==> src/rtl/core/mandelbrot_escape_iteration_assert.svh <==
// Assertion macros for the Mandelbrot escape-time block.
// Used by the top level; expects a clock named clk and a reset named rst.
`ifndef MANDELBROT_ESCAPE_ITERATION_ASSERT_SVH
`define MANDELBROT_ESCAPE_ITERATION_ASSERT_SVH

// Condition in this cycle implies a check in the same cycle
`define MBE_ASSERT_NOW(label, cond, check) \
  label: assert property (@(posedge clk) disable iff (rst) (cond) |-> (check)) \
    else $error("mandelbrot escape block: same-cycle check failed");

// Condition in this cycle implies a check in the next cycle
`define MBE_ASSERT_NEXT(label, cond, check) \
  label: assert property (@(posedge clk) disable iff (rst) (cond) |=> (check)) \
    else $error("mandelbrot escape block: next-cycle check failed");

`endif

==> src/rtl/core/mbe_pkg.sv <==
// Shared types and constants of the Mandelbrot escape-time block.
// No dependencies; imported by every module of the block.
package mbe_pkg;

  // Fixed field widths
  localparam int unsigned PIX_W   = 10;
  localparam int unsigned COUNT_W = 16;
  localparam int unsigned BAIL_W  = 14;
  localparam int unsigned CFG_W   = 32;
  localparam int unsigned CIDX_W  = 3;
  localparam int unsigned Q28     = 28;
  localparam int unsigned INT_W   = 16;
  localparam int unsigned STEP_W  = 31;
  localparam int unsigned Q_DEPTH = 4;

  // Register reset values
  localparam logic signed [31:0]   X_ORIGIN_RST   = -32'sd805306368;
  localparam logic [STEP_W-1:0]    X_STEP_RST     = 31'd1074823;
  localparam logic signed [31:0]   Y_ORIGIN_RST   = -32'sd536870912;
  localparam logic [STEP_W-1:0]    Y_STEP_RST     = 31'd1074823;
  localparam logic [COUNT_W-1:0]   MAX_ITER_RST   = 16'd100;
  localparam logic [BAIL_W-1:0]    BAILOUT_SQ_RST = 14'd10000;

  // Register indexes of the configuration port
  typedef enum logic [CIDX_W-1:0] {
    REG_X_ORIGIN   = 3'd0,
    REG_X_STEP     = 3'd1,
    REG_Y_ORIGIN   = 3'd2,
    REG_Y_STEP     = 3'd3,
    REG_MAX_ITER   = 3'd4,
    REG_BAILOUT_SQ = 3'd5
  } cfg_reg_t;

  // Configuration register set
  typedef struct packed {
    logic signed [31:0]  x_origin;
    logic [STEP_W-1:0]   x_step;
    logic signed [31:0]  y_origin;
    logic [STEP_W-1:0]   y_step;
    logic [COUNT_W-1:0]  max_iter;
    logic [BAIL_W-1:0]   bailout_sq;
  } cfg_t;

  // Pixel indices carried with an item
  typedef struct packed {
    logic [PIX_W-1:0] col;
    logic [PIX_W-1:0] row;
  } pix_t;

  // Queue status seen by the front and back ends
  typedef struct packed {
    logic full;
    logic empty;
  } q_stat_t;

  // Iteration sequencer states
  typedef enum logic [2:0] {
    S_IDLE,
    S_DIFF,
    S_NEXT,
    S_MAG,
    S_MUL,
    S_MID,
    S_PROD,
    S_DONE
  } iter_state_t;

endpackage

==> src/rtl/core/mbe_front.sv <==
// Front end: accepts pixel items and forms the complex point c.
// Two registered stages (index times step, then origin add and scaling); uses mbe_pkg.
module mbe_front #(
  parameter int IMAGE_SIZE = 1024,
  parameter int FRAC_BITS  = 32
) (
  input  logic                             clk,
  input  logic                             rst,
  input  mbe_pkg::cfg_t                    cfg,
  input  logic                             in_valid,
  output logic                             in_stall,
  input  logic [mbe_pkg::PIX_W-1:0]        pixel_col,
  input  logic [mbe_pkg::PIX_W-1:0]        pixel_row,
  input  mbe_pkg::q_stat_t                 q_stat,
  output logic                             q_push,
  output logic signed [mbe_pkg::INT_W+FRAC_BITS-1:0] push_cx,
  output logic signed [mbe_pkg::INT_W+FRAC_BITS-1:0] push_cy,
  output mbe_pkg::pix_t                    push_pix
);
  import mbe_pkg::*;

  localparam int W       = INT_W + FRAC_BITS;
  localparam int IDX_W   = (IMAGE_SIZE > (1 << PIX_W)) ? PIX_W : $clog2(IMAGE_SIZE);
  localparam int PR_W    = IDX_W + STEP_W;
  localparam int CW      = PR_W + 2;
  localparam int CE      = (CW + 12 > W) ? CW + 12 : W;
  localparam int SH_L    = (FRAC_BITS >= Q28) ? FRAC_BITS - Q28 : 0;
  localparam int SH_R    = (FRAC_BITS >= Q28) ? 0 : Q28 - FRAC_BITS;
  localparam int unsigned IDX_MAX = IMAGE_SIZE - 1;

  logic              valid_a, valid_b;
  logic              a_ready, b_ready;
  logic [IDX_W-1:0]  col_sat, row_sat;
  logic [PR_W-1:0]   prod_x, prod_y;
  pix_t              pix_a, pix_b;
  logic signed [W-1:0]  cx, cy;
  logic signed [CW-1:0] c28x, c28y;
  logic signed [CE-1:0] cex, cey, cfx, cfy;

  // Handshake: each stage advances when the one after it has room
  always_comb begin
    b_ready  = !valid_b || !q_stat.full;
    a_ready  = !valid_a || b_ready;
    in_stall = !a_ready;
    q_push   = valid_b && !q_stat.full;
  end

  // Clamp indices that lie past the image edge
  always_comb begin
    col_sat = (32'(pixel_col) > IDX_MAX) ? IDX_W'(IDX_MAX) : IDX_W'(pixel_col);
    row_sat = (32'(pixel_row) > IDX_MAX) ? IDX_W'(IDX_MAX) : IDX_W'(pixel_row);
  end

  // Stage A: index times step
  always_ff @(posedge clk) begin
    if (rst) begin
      valid_a <= 1'b0;
    end else if (a_ready) begin
      valid_a <= in_valid;
    end
  end

  always_ff @(posedge clk) begin
    if (in_valid && a_ready) begin
      prod_x    <= PR_W'(col_sat) * PR_W'(cfg.x_step);
      prod_y    <= PR_W'(row_sat) * PR_W'(cfg.y_step);
      pix_a.col <= pixel_col;
      pix_a.row <= pixel_row;
    end
  end

  // Add origin in Q4.28, then rescale to the working fraction width
  always_comb begin
    c28x = {{(CW-32){cfg.x_origin[31]}}, cfg.x_origin} + {{(CW-PR_W){1'b0}}, prod_x};
    c28y = {{(CW-32){cfg.y_origin[31]}}, cfg.y_origin} + {{(CW-PR_W){1'b0}}, prod_y};
    cex  = {{(CE-CW){c28x[CW-1]}}, c28x};
    cey  = {{(CE-CW){c28y[CW-1]}}, c28y};
    cfx  = (cex <<< SH_L) >>> SH_R;
    cfy  = (cey <<< SH_L) >>> SH_R;
  end

  // Stage B: hold c until the queue takes it
  always_ff @(posedge clk) begin
    if (rst) begin
      valid_b <= 1'b0;
    end else if (b_ready) begin
      valid_b <= valid_a;
    end
  end

  always_ff @(posedge clk) begin
    if (valid_a && b_ready) begin
      cx    <= cfx[W-1:0];
      cy    <= cfy[W-1:0];
      pix_b <= pix_a;
    end
  end

  assign push_cx  = cx;
  assign push_cy  = cy;
  assign push_pix = pix_b;

endmodule

==> config.mk <==
export PLATFORM = sky130hd
export DESIGN_NAME = mbe_front
export DESIGN_NICKNAME = d
export VERILOG_FILES = /design/src/rtl/core/mandelbrot_escape_iteration_assert.svh /design/src/rtl/core/mbe_pkg.sv /design/src/rtl/core/mbe_front.sv
export SDC_FILE = /design/constraint.sdc
export NUM_CORES = 2
export LEC_CHECK = 0
export BUFFER_PORTS_ARGS = -buffer_cell sky130_fd_sc_hd__buf_4
export CAP_MARGIN = 20
export CORE_AREA = 2 2 453 230
export CTS_BUF_LIST = sky130_fd_sc_hd__clkbuf_8 sky130_fd_sc_hd__clkbuf_16
export DETAILED_ROUTE_END_ITERATION = 16
export DIE_AREA = 0 0 455 232
export HOLD_SLACK_MARGIN = 0.08
export SLEW_MARGIN = 25
export SYNTH_ARGS = -nofsm -noshare
export SYNTH_HDL_FRONTEND = slang
export SYNTH_SLANG_ARGS = --single-unit
==> constraint.sdc <==
create_clock -name clk -period 11.5 [get_ports clk]
set_input_delay 0 -clock clk [delete_from_list [all_inputs] [get_ports clk]]
set_output_delay 0 -clock clk [all_outputs]
set_load 0.05 [all_outputs]
==> qor.txt <==
fmax: 0.1501 GHz
Slew Limit Fails: 0
startpoint types: primary input
predominant post-synthesis flop cell: edfxtp_1
Synth Area in Simple Gates: 15.83%
Hold Path Cell Cnt: 3
Vias/cell: 4.899
GRT Residual Overflow: 0
Synth area leader: fa_1
Pleak: 16.61 nW
fin area: 0.03546 mm2
first-pass GRT wire length: 140700 um
CP max stage delay: 830 ps
Post-Synth XOR/XNOR Area: 4.278%
most numerous cell on the critical path: fa_1
total wire length: 91300 um
most frequent cells in the layout: fa_1, inv_1, nand2_1
I/O pin total: 299
H-tree Lvls: 1
number of flops mapped to enable cells by yosys: 208
Final GP Congestion: 0.9173
commonest non-fill, non-tap cell in the layout: fa_1
initial antenna violation count: 4
synth unique cells: 84
# Max-Cap Violations: 0
worst r2r path cells: 10
Net count, final: 4261
synthesized cell area: 0.03030 mm2
WHS Endpoint: push_cx[16]
endpoints failing setup: 0
status: completed
unrepaired setup endpoints after global routing: false
DRT Pass-1 Iters: 5
combinational family with the most area after synthesis: adder cells
Core ar.: 0.1017 mm2
Synth top area share: 30.53%
pre-CTS WS: 5055 ps
Storage cell area: 0.006286 mm2
Max clock buf depth: 3
vias in the first global route: 23246
WS Path Type: primary input to flop
Synth Area in Compound Gates: 11.08%
mux contribution to synthesized area: 0.03717%
Synth area leaders: fa_1, edfxtp_1, ha_1
register-to-register setup slack: 7260 ps
largest net degree at the start of global routing: 107
placed cells: 4598
DRC: 0
number of clock sinks: 210
Async SR Flop Fraction: 0%
DIE HEIGHT: 232 um
hold path start: cfg[136]
Synth Register Bits: 210
die width: 455 um
Fin Clk Skew: 16.75 ps
final-report hold violation count: 0
Layout fillers: 10301
CTS tree: yes
starting density of the core: 29.80%
Worst path slowest cell: a211oi_1
Non-Filler Instances: 4764
Synth Area in Adders: 40.27%
Area Growth Syn to Fin: 17.05%
dpl hpwl: 72280 um
Mean Syn Cell Area: 9.683 um2
total negative slack: 0 ps
top cell family by delay on the critical path: adder cells
CTS Root Cell: clkbuf_16
CP Max Fanout: 32
CP Cell Sequence: dlygate4sd3_1 -> buf_4 -> nand2_1 -> fa_1 -> inv_1 -> fa_1 -> fa_1 -> fa_1 -> inv_1 -> fa_1 -> inv_1 -> ha_1 -> a211oi_2 -> o21ai_0 -> a211oi_1 -> o211ai_1 -> o211a_1 -> or4_4 -> a31o_1 -> a21oi_2 -> xnor2_1
Port-buffer cells: 259
Hold Crit Class: primary input to flop
Worst Max-Slew Pin Slew: 1103 ps
Syn Inst Count: 3129
CTS Buf Count: 26
crit share post-route: 57.93%
critical path endpoint category: flop
initial DRC count: 2174
post-CTS sizing: 0
Row Count: 83
Final WS setup: 4838 ps
DR WL/cell: 19.16 um
total number of yosys warnings: 0
fin crit period: 6662 ps
Tot GR Track Use: 17.38%
layout cells sized above 1: 9.906%
Multi-input gate area: 0.02172 mm2
CTS clk-pin slew, worst paths: 60 ps
Peak VDD IR: 0.2128 mV
Worst EP required: 11850 ps
Final ANT Viol Nets: 0
placed inst area: 0.03338 mm2
die area: 0.1056 mm2
PD cells: 313.1 mW/mm2
Util after Layout: 34.88%
crit path buf inv count: 5
Worst slew margin: 25.86%
Clk Latency, worst-skew pair: 610 ps
Vias: 23341
worst path arrival time: 7010 ps
post-synthesis sequential area ratio: 20.75%
Reg-to-Reg Start: prod_y[3]
r2r endpoint: push_cy[45]
cell families (layout without fill, tap and decap cells):
logic type | Yosys count | after routing
compound gates | 512 | 512
xor+xnor | 148 | 148
fa+ha+maj | 698 | 698
buf+inv | 612 | 878
flops | 210 | 210
mux | 1 | 1
other cells | 1 | 10
simple gates | 947 | 947
timing repair:
action	4_1_cts	5_1_grt
buffers inserted	0	0
hold buffers	115	1
hold endpoints to repair	100	14
how the worst max path moves through the flow:
| stage | startpoint | endpoint | slack, ps | depth (start not counted) |
|---|---|---|---|---|
| floorplan | valid_a | push_cx[10] | 2780 | 1 |
| global placement | pixel_row[1] | prod_y[40] | 5100 | 21 |
| detailed placement | pixel_row[1] | prod_y[39] | 5050 | 22 |
| CTS | pixel_row[1] | prod_y[39] | 5150 | 23 |
| global route | pixel_row[1] | prod_y[37] | 4690 | 21 |
| finish | pixel_row[1] | prod_y[37] | 4840 | 21 |
flip-flops by register name (all words and copies together), names as in the netlist:
register,flops
valid_a,1
push_cy,43
prod_y,41
valid_b,1
push_pix,20
prod_x,41
pix_a,20
push_cx,43
through the flow:
stage / hold WS, ps / power (mW)
final: 129.7 / 11.10
after global placement: 169.7 / 9.765
after floorplan: 72.38 / 7.736
after detailed placement: 177.2 / 9.849
after global routing: 143.6 / 12.16
after CTS: 81.29 / 11.00
power breakdown:
part           switching, mW  leakage (nW)  total [mW]  internal [mW]
clock                  0.405         0.454       0.941          0.536
combinational           5.23          14.1        8.58           3.35
sequential            0.0868          2.01        1.58           1.49
worst reg2reg max path, cell delays in order (launching register included):
cell and delay [ps]:
edfxtp_1 380, ha_1 350, o21ai_0 130, o21a_1 240, nor4_1 760, o211ai_1 200, o211ai_1 260, nor3b_1 230
o31ai_1 960, a211oi_1 280, xnor2_1 190
routing by layer:
metal  track usage, %  vias to the layer above  share of wire [%]
li1                 -                    10635                  -
met1            28.51                    11675                 52
met2            21.66                      951                 36
met3            5.176                       80                 11
met4            2.980                        0                1.8
met5                0                        -                  0
cell type report:
class / count / share of cell area (%)
multi-input cells: 2314 / 61.25
flip-flops and latches: 210 / 17.73
repair buffers: 379 / 8.877
well taps: 1360 / 4.798
inverters: 451 / 4.773
clock buffers: 27 / 1.905
clock inverters: 21 / 0.6562
diodes: 2 / 0.01411
synth_stat cells, types with 17 or more instances:
| cell type | count |
|---|---|
| xnor2_1 | 100 |
| ha_1 | 236 |
| nor3_1 | 19 |
| nand4_1 | 26 |
| nor2b_1 | 17 |
| and2_1 | 347 |
| o21ai_0 | 84 |
| a211oi_1 | 19 |
| inv_1 | 451 |
| o21bai_1 | 25 |
| nand2_1 | 378 |
| a21o_1 | 103 |
| xor2_1 | 48 |
| nor2_1 | 69 |
| clkbuf_1 | 139 |
| edfxtp_1 | 208 |
| nand3_1 | 33 |
| a21oi_1 | 163 |
| and3_1 | 17 |
| fa_1 | 462 |
No activity file was read; power rests on OpenSTA's default activity.
