`src/rtl/core/mandelbrot_escape_iteration_assert.svh`:
```
// Assertion macros for the Mandelbrot escape-time block.
// Used by the top level; expects a clock named clk and a reset named rst.
`ifndef MANDELBROT_ESCAPE_ITERATION_ASSERT_SVH
`define MANDELBROT_ESCAPE_ITERATION_ASSERT_SVH

// Condition in this cycle implies a check in the same cycle
`define MBE_ASSERT_NOW(label, cond, check) \
  label: assert property (@(posedge clk) disable iff (rst) (cond) |-> (check)) \
    else $error("mandelbrot escape block: same-cycle check failed");

// Condition in this cycle implies a check in the next cycle
`define MBE_ASSERT_NEXT(label, cond, check) \
  label: assert property (@(posedge clk) disable iff (rst) (cond) |=> (check)) \
    else $error("mandelbrot escape block: next-cycle check failed");

`endif

```
`src/rtl/core/mbe_pkg.sv`:
```
// Shared types and constants of the Mandelbrot escape-time block.
// No dependencies; imported by every module of the block.
package mbe_pkg;

  // Fixed field widths
  localparam int unsigned PIX_W   = 10;
  localparam int unsigned COUNT_W = 16;
  localparam int unsigned BAIL_W  = 14;
  localparam int unsigned CFG_W   = 32;
  localparam int unsigned CIDX_W  = 3;
  localparam int unsigned Q28     = 28;
  localparam int unsigned INT_W   = 16;
  localparam int unsigned STEP_W  = 31;
  localparam int unsigned Q_DEPTH = 4;

  // Register reset values
  localparam logic signed [31:0]   X_ORIGIN_RST   = -32'sd805306368;
  localparam logic [STEP_W-1:0]    X_STEP_RST     = 31'd1074823;
  localparam logic signed [31:0]   Y_ORIGIN_RST   = -32'sd536870912;
  localparam logic [STEP_W-1:0]    Y_STEP_RST     = 31'd1074823;
  localparam logic [COUNT_W-1:0]   MAX_ITER_RST   = 16'd100;
  localparam logic [BAIL_W-1:0]    BAILOUT_SQ_RST = 14'd10000;

  // Register indexes of the configuration port
  typedef enum logic [CIDX_W-1:0] {
    REG_X_ORIGIN   = 3'd0,
    REG_X_STEP     = 3'd1,
    REG_Y_ORIGIN   = 3'd2,
    REG_Y_STEP     = 3'd3,
    REG_MAX_ITER   = 3'd4,
    REG_BAILOUT_SQ = 3'd5
  } cfg_reg_t;

  // Configuration register set
  typedef struct packed {
    logic signed [31:0]  x_origin;
    logic [STEP_W-1:0]   x_step;
    logic signed [31:0]  y_origin;
    logic [STEP_W-1:0]   y_step;
    logic [COUNT_W-1:0]  max_iter;
    logic [BAIL_W-1:0]   bailout_sq;
  } cfg_t;

  // Pixel indices carried with an item
  typedef struct packed {
    logic [PIX_W-1:0] col;
    logic [PIX_W-1:0] row;
  } pix_t;

  // Queue status seen by the front and back ends
  typedef struct packed {
    logic full;
    logic empty;
  } q_stat_t;

  // Iteration sequencer states
  typedef enum logic [2:0] {
    S_IDLE,
    S_DIFF,
    S_NEXT,
    S_MAG,
    S_MUL,
    S_MID,
    S_PROD,
    S_DONE
  } iter_state_t;

endpackage

```
`src/rtl/core/mbe_queue.sv`:
```
// Short first-in first-out queue between the front and back ends.
// Register-based storage, one push and one pop per cycle; uses mbe_pkg.
module mbe_queue #(
  parameter int DEPTH = 4,
  parameter int DW    = 116
) (
  input  logic             clk,
  input  logic             rst,
  input  logic             push,
  input  logic [DW-1:0]    push_data,
  input  logic             pop,
  output logic [DW-1:0]    pop_data,
  output mbe_pkg::q_stat_t q_stat
);
  import mbe_pkg::*;

  localparam int PTR_W = (DEPTH > 1) ? $clog2(DEPTH) : 1;
  localparam int CNT_W = $clog2(DEPTH + 1);

  logic [DW-1:0]    entries [DEPTH];
  logic [PTR_W-1:0] wr_ptr, rd_ptr;
  logic [CNT_W-1:0] count;

  // Status flags
  always_comb begin
    q_stat.full  = (count == CNT_W'(DEPTH));
    q_stat.empty = (count == '0);
    pop_data     = entries[rd_ptr];
  end

  // Advance pointers and fill count
  always_ff @(posedge clk) begin
    if (rst) begin
      wr_ptr <= '0;
      rd_ptr <= '0;
      count  <= '0;
    end else begin
      if (push) begin
        wr_ptr <= (wr_ptr == PTR_W'(DEPTH - 1)) ? '0 : wr_ptr + 1'b1;
      end
      if (pop) begin
        rd_ptr <= (rd_ptr == PTR_W'(DEPTH - 1)) ? '0 : rd_ptr + 1'b1;
      end
      if (push && !pop) begin
        count <= count + 1'b1;
      end else if (pop && !push) begin
        count <= count - 1'b1;
      end
    end
  end

  // Store an item
  always_ff @(posedge clk) begin
    if (push) begin
      entries[wr_ptr] <= push_data;
    end
  end

endmodule

```
`config.mk`:
```
export PLATFORM = sky130hd
export DESIGN_NAME = mbe_queue
export DESIGN_NICKNAME = d
export VERILOG_FILES = /design/src/rtl/core/mandelbrot_escape_iteration_assert.svh /design/src/rtl/core/mbe_pkg.sv /design/src/rtl/core/mbe_queue.sv
export SDC_FILE = /design/constraint.sdc
export NUM_CORES = 1
export LEC_CHECK = 0
export BUFFER_PORTS_ARGS = -buffer_cell sky130_fd_sc_hd__buf_4
export CORE_MARGIN = 2
export CORE_UTILIZATION = 37
export DETAILED_ROUTE_END_ITERATION = 8
export GPL_ROUTABILITY_DRIVEN = 0
export PLACE_DENSITY = 0.62
export SLEW_MARGIN = 20
export SYNTH_ARGS = -nofsm -noshare
export SYNTH_HDL_FRONTEND = slang
export SYNTH_SLANG_ARGS = --single-unit
```
`constraint.sdc`:
```
create_clock -name clk -period 5.75 [get_ports clk]
set_input_delay 0.575 -clock clk [delete_from_list [all_inputs] [get_ports clk]]
set_output_delay 0.575 -clock clk [all_outputs]
set_load 0.05 [all_outputs]
```
==> results.txt, run 1 <==
RSZ-0062 raised after global routing - false
# Post-CTS Setup Buffers - 0
Final nets - 1,048
Synth Warn # - 0
sequential-to-total area share from yosys stat - 0.823
post-DR wirelength/cell - 20.9 um
Core ar. - 45,600 um2
CTS resizes - 0
HP Class - in2reg
# DRC - 0
worst setup margin - 2.27 ns
WHS - 0.200 ns
Port Buffer Count - 237
CP required - 5.18 ns
min-delay src - push_data[5]
IO Pins - 238
Setup Crit Path Kind - reg2out
vias in the first global route - 8,423
die span in y - 219 um
CTS tree - yes
Final Non-Filler Cells - 1,560
first-pass GRT wire length - 49.0 mm
maximum fanout along the worst path - 42
Synth Register Bits - 473
max incr delay on CP - 0.93 ns
VDD IR max - 251 uV
CP most frequent cell - buf_4
grt total ovfl - 0
1st-iter DRT viols - 481
CTS Hold Bufs - 0
Worst-Skew Late Latency - 0.57 ns
Final Hold Viols - 0
Max H-tree Level - 2
WP data arrival - 2.90 ns
Initial Util - 0.376
placed insts - 1,469
CTS Buf Count - 50
post-DR vias/cell - 4.92
clk sinks - 473
Unique masters post-synth - 18
largest net degree at the start of global routing - 65
antenna viol nets, final - 0
max-slew violation count - 0
outcome - finished clean
share of cells above drive strength 1 - 0.447
Final Cycle Share - 0.605
clk_skew - 0.0215 ns
max_slew headroom - 0.356
worst reg2reg path startpoint - wr_ptr[0]
Final min period - 3.48 ns
max-capacitance violation count - 0
Worst setup EP type - primary output
chip width - 219 um
initial antenna violation count - 0
Pleak - 0.00705 uW
CP startpoint kind - flip-flop
DP HPWL - 18.9 mm
crit path cell chain - buf_4, mux4_2, buf_4
Syn Nets - 777
DRT Wirelength - 32.6 mm
Critical Path Slowest Stage Cell - dfxtp_4
setup_tns - 0 ns
power per cell area - 380 nW/um2
Avg Inst Size Synth - 26.4 um2
area delta synth->final - 23.6%
via count - 7,670
CTS Root Cell - clkbuf_16
worst slew pin tran - 0.965 ns
Max clock buf depth - 3
pre-CTS WS - 2.74 ns
# setup viols final - 0
fmax - 287 MHz
Mapped Area - 17,100 um2
Clock transition at path regs - 0.06 ns
drt pass-1 iters - 6
Gate Count Post-Synth - 650
Tot GR Track Use - 0.136
row count - 78
DIE AREA - 48,100 um2
cell type report:
type                    count  area, um2
flip-flops and latches    473      14100
repair buffers            245       1900
well taps                 600        751
clock inverters            27        206
fillers                  3744      24400
clock buffers              63       1320
diodes                      1       2.50
inverters                   4       15.0
multi-input cells         147       2870
path summary, 6_finish.rpt:
check                   endpoint  depth (start not counted)  slack [ns]
setup / recovery    pop_data[70]                          3        2.27
hold / removal     entries[1][5]                          1        0.20
setup reg to reg  entries[2][93]                          4        3.54
hold reg to reg         count[2]                          2        0.52
cells in the mapped netlist (all sizes together):
| master | count | area share |
|---|---|---|
| o21ai | 1 | 0.00029 |
| nor2 | 7 | 0.0015 |
| dfxtp | 9 | 0.011 |
| and2 | 4 | 0.0015 |
| fa | 1 | 0.0012 |
| clkbuf | 7 | 0.0015 |
| edfxtp | 464 | 0.81 |
| nor3 | 1 | 0.00029 |
| ha | 6 | 0.0044 |
| or3 | 1 | 0.00037 |
| buf | 19 | 0.0077 |
| a21oi | 2 | 0.00058 |
| mux2i | 4 | 0.0023 |
| mux4 | 116 | 0.15 |
| xor2 | 2 | 0.0010 |
| nor3b | 2 | 0.00088 |
| inv | 4 | 0.00088 |
power breakdown:
| group | total, uW | switching (uW) | internal, uW |
|---|---|---|---|
| registers | 4010 | 59.3 | 3950 |
| logic | 1040 | 674 | 368 |
| clock network | 2990 | 1230 | 1750 |
| total | 8040 | 1970 | 6080 |
per-layer routing:
layer,GRT usage,routed length [um]
met5,0,0
met4,0.0538,896
met3,0.0419,2360
met2,0.218,15900
met1,0.175,13500
cells by family after synthesis:
kind of cell / share of synthesized area
multiplexers: 0.155
buffers and inverters: 0.0101
XOR/XNOR: 0.00102
AO/OA/AOI/OAI: 0.000875
AND/OR/NAND/NOR: 0.00452
adder cells (fa/ha/maj): 0.00555
flip-flops: 0.823
cell usage in the layout, fill, tap and decap left out, types with 5 or more instances in the layout:
| cell type | instances |
|---|---|
| clkbuf_1 | 12 |
| ha_1 | 6 |
| clkinv_1 | 16 |
| buf_4 | 240 |
| dfxtp_1 | 7 |
| edfxtp_1 | 464 |
| mux4_2 | 116 |
| nor2_1 | 7 |
| clkbuf_16 | 51 |
| buf_12 | 5 |
state kept, by name, indices dropped and copies added, names as in the netlist, named ones only:
register,count
count,3
wr_ptr,2
entries,464
rd_ptr,2
through the flow:
| step | cell area, um2 | utilization | total power, uW |
|---|---|---|---|
| global route | 21200 | 0.465 | 8330 |
| floorplan | 17100 | - | 4780 |
| finish | 21200 | 0.465 | 8040 |
| detailed placement | 19700 | 0.431 | 5150 |
| CTS | 21200 | 0.465 | 8160 |
| global placement | 19700 | 0.431 | 5140 |
worst max-delay path, delay by kind of cell, from the launching register on:
| family | cells | cell delay, ns |
|---|---|---|
| buffers and inverters | 2 | 0.76 |
| flip-flops | 1 | 0.93 |
| multiplexers | 1 | 0.59 |
Note: power is estimated with default switching activity, not from simulation.
==> inputs of run 2 (changes only) <==
PLACE_DENSITY = 0.65   (was 0.62)
clock period = 2.95 ns   (was 5.75 ns; I/O delays follow)
==> run 2 against run 1 <==
Compared with the run above:
- die area did not move
- clock power rose by 92%
- global-route usage rose by 0.75 points
- via count rose by 6.9%
- critical path type unchanged
- wire length rose by 4.6%
- sequential power rose by 94%
- flip-flop and latch count did not move
- final area rose by 6.3%
- final cell count rose by 8.1%
- critical path depth did not move
==> results.txt, run 2 (synthesis gave the netlist of run 1 again) <==
CTS Buf Count - 49 (-2.0%)
power per cell area - 700 nW/um2 (+84%)
share of cells above drive strength 1 - 0.406 (-0.0409)
max-slew violation count - 0 (unchanged)
R2R Setup Slk - 1.25 ns (-2.29 ns)
Worst-Skew Late Latency - 0.57 ns (about the same)
Regs by FF count - entries x464, count x3
Pleak - 0.00761 uW (+8.0%)
initial antenna violation count - 4 (+4)
die span in y - 219 um (unchanged)
vias in the first global route - 9,062 (+7.6%)
DIE AREA - 48,100 um2 (unchanged)
Max H-tree Level - 2 (unchanged)
drt pass-1 iters - 4 (-2)
RSZ-0062 raised after global routing - false
clk sinks - 473 (unchanged)
filler cell count in the final layout - 3,635 (-2.9%)
Final Cycle Share - 0.877
largest net degree at the start of global routing - 76 (+17%)
# Post-CTS Setup Buffers - 0 (unchanged)
Core ar. - 45,600 um2 (unchanged)
post-DR vias/cell - 4.86 (-1.1%)
# setup viols final - 0 (unchanged)
WP data arrival - 2.29 ns (-0.61 ns)
Worst setup EP type - primary output
Max clock buf depth - 3 (unchanged)
CTS tree - yes
CP required - 2.65 ns (-2.53 ns)
post-DR wirelength/cell - 20.2 um (-3.2%)
Initial Util - 0.376 (unchanged)
area delta synth->final - 31.4%
row count - 78 (unchanged)
Port Buffer Count - 237 (unchanged)
CP startpoint kind - flip-flop
DRT Wirelength - 34.1 mm (+4.6%)
commonest non-fill, non-tap cell in the layout - edfxtp_1
Biggest register - entries
maximum fanout along the worst path - 47 (+12%)
Final nets - 1,174 (+12%)
first-pass GRT wire length - 52.1 mm (+6.3%)
Final min period - 2.59 ns
Clock transition at path regs - 0.06 ns (about the same)
outcome - finished clean
clk_skew - 0.0162 ns (-0.00536 ns)
WHS - 0.0630 ns (-0.137 ns)
fmax - 387 MHz
Tot GR Track Use - 0.144 (+0.00748)
1st-iter DRT viols - 401 (-17%)
Final Hold Viols - 0 (unchanged)
most frequent cells in the layout - edfxtp_1, buf_4, dlygate4sd3_1
antenna viol nets, final - 0 (unchanged)
HP Class - in2reg
setup_tns - 0 ns (unchanged)
via count - 8,197 (+6.9%)
max-capacitance violation count - 0 (unchanged)
CTS Root Cell - clkbuf_16
Setup Crit Path Kind - reg2out
grt total ovfl - 0 (unchanged)
DP HPWL - 19.8 mm (+4.7%)
max FFs per register - 464 (unchanged)
VDD IR max - 510 uV (+100%)
worst slew pin tran - 0.547 ns (-0.418 ns)
IO Pins - 238 (unchanged)
max_slew headroom - 0.635 (+0.279)
# DRC - 0 (unchanged)
chip width - 219 um (unchanged)
run 2: power breakdown:
part / switching, uW / leakage [uW] / internal, uW
clock network: 2420 / 0.000735 / 3320
logic: 1390 / 0.00254 / 848
registers: 87.2 / 0.00434 / 7700
total: 3890 / 0.00761 / 11900
run 2: area by class of cell:
class	instances	area, um2	share of cell area
Clock inverter	28	186	0.00828
Antenna cell	1	2.50	0.000111
Timing Repair Buffer	372	3260	0.145
Clock buffer	61	1310	0.0583
Multi-Input combinational cell	147	2870	0.127
Sequential cell	473	14100	0.627
Tap cell	600	751	0.0333
Inverter	4	15.0	0.000667
run 2: layer usage:
metal | global-route usage | vias to the layer above | part of all wire
met3 | 0.0434 | 54 | 0.067
met2 | 0.237 | 230 | 0.50
met5 | 0 | - | 0.00073
li1 | - | 3601 | -
met1 | 0.186 | 4306 | 0.42
met4 | 0.0392 | 6 | 0.019
run 2: critical path, stage by stage, from the launching register on:
cell     delay, ns
dfxtp_4       0.49
buf_12        0.37
mux4_2        0.57
buf_4         0.21
run 2: repair_timing:
| action | in CTS | in global routing |
|---|---|---|
| gates resized for setup | 0 | 0 |
| hold buffers | 118 | 0 |
| endpoints found under the hold margin | 473 | 0 |
run 2: worst paths after layout:
path,cells after the start,from,end
worst max-delay path,3,flip-flop,pop_data[60]
worst min register to register,2,count[2],count[2]
worst min-delay path,3,push,wr_ptr[0]
worst max register to register,4,wr_ptr[0],entries[2][58]
run 2: metrics by stage:
stage	utilization	power (uW)	area (um2)	instances	worst slack (ns)
after floorplan	-	9300	17200	650	0.527
after global placement	0.435	10000	19800	1478	0.920
after CTS	0.494	16000	22500	1685	0.247
final	0.494	15800	22500	1686	0.364
after detailed placement	0.435	10100	19800	1478	0.899
after global routing	0.494	16300	22500	1686	0.191
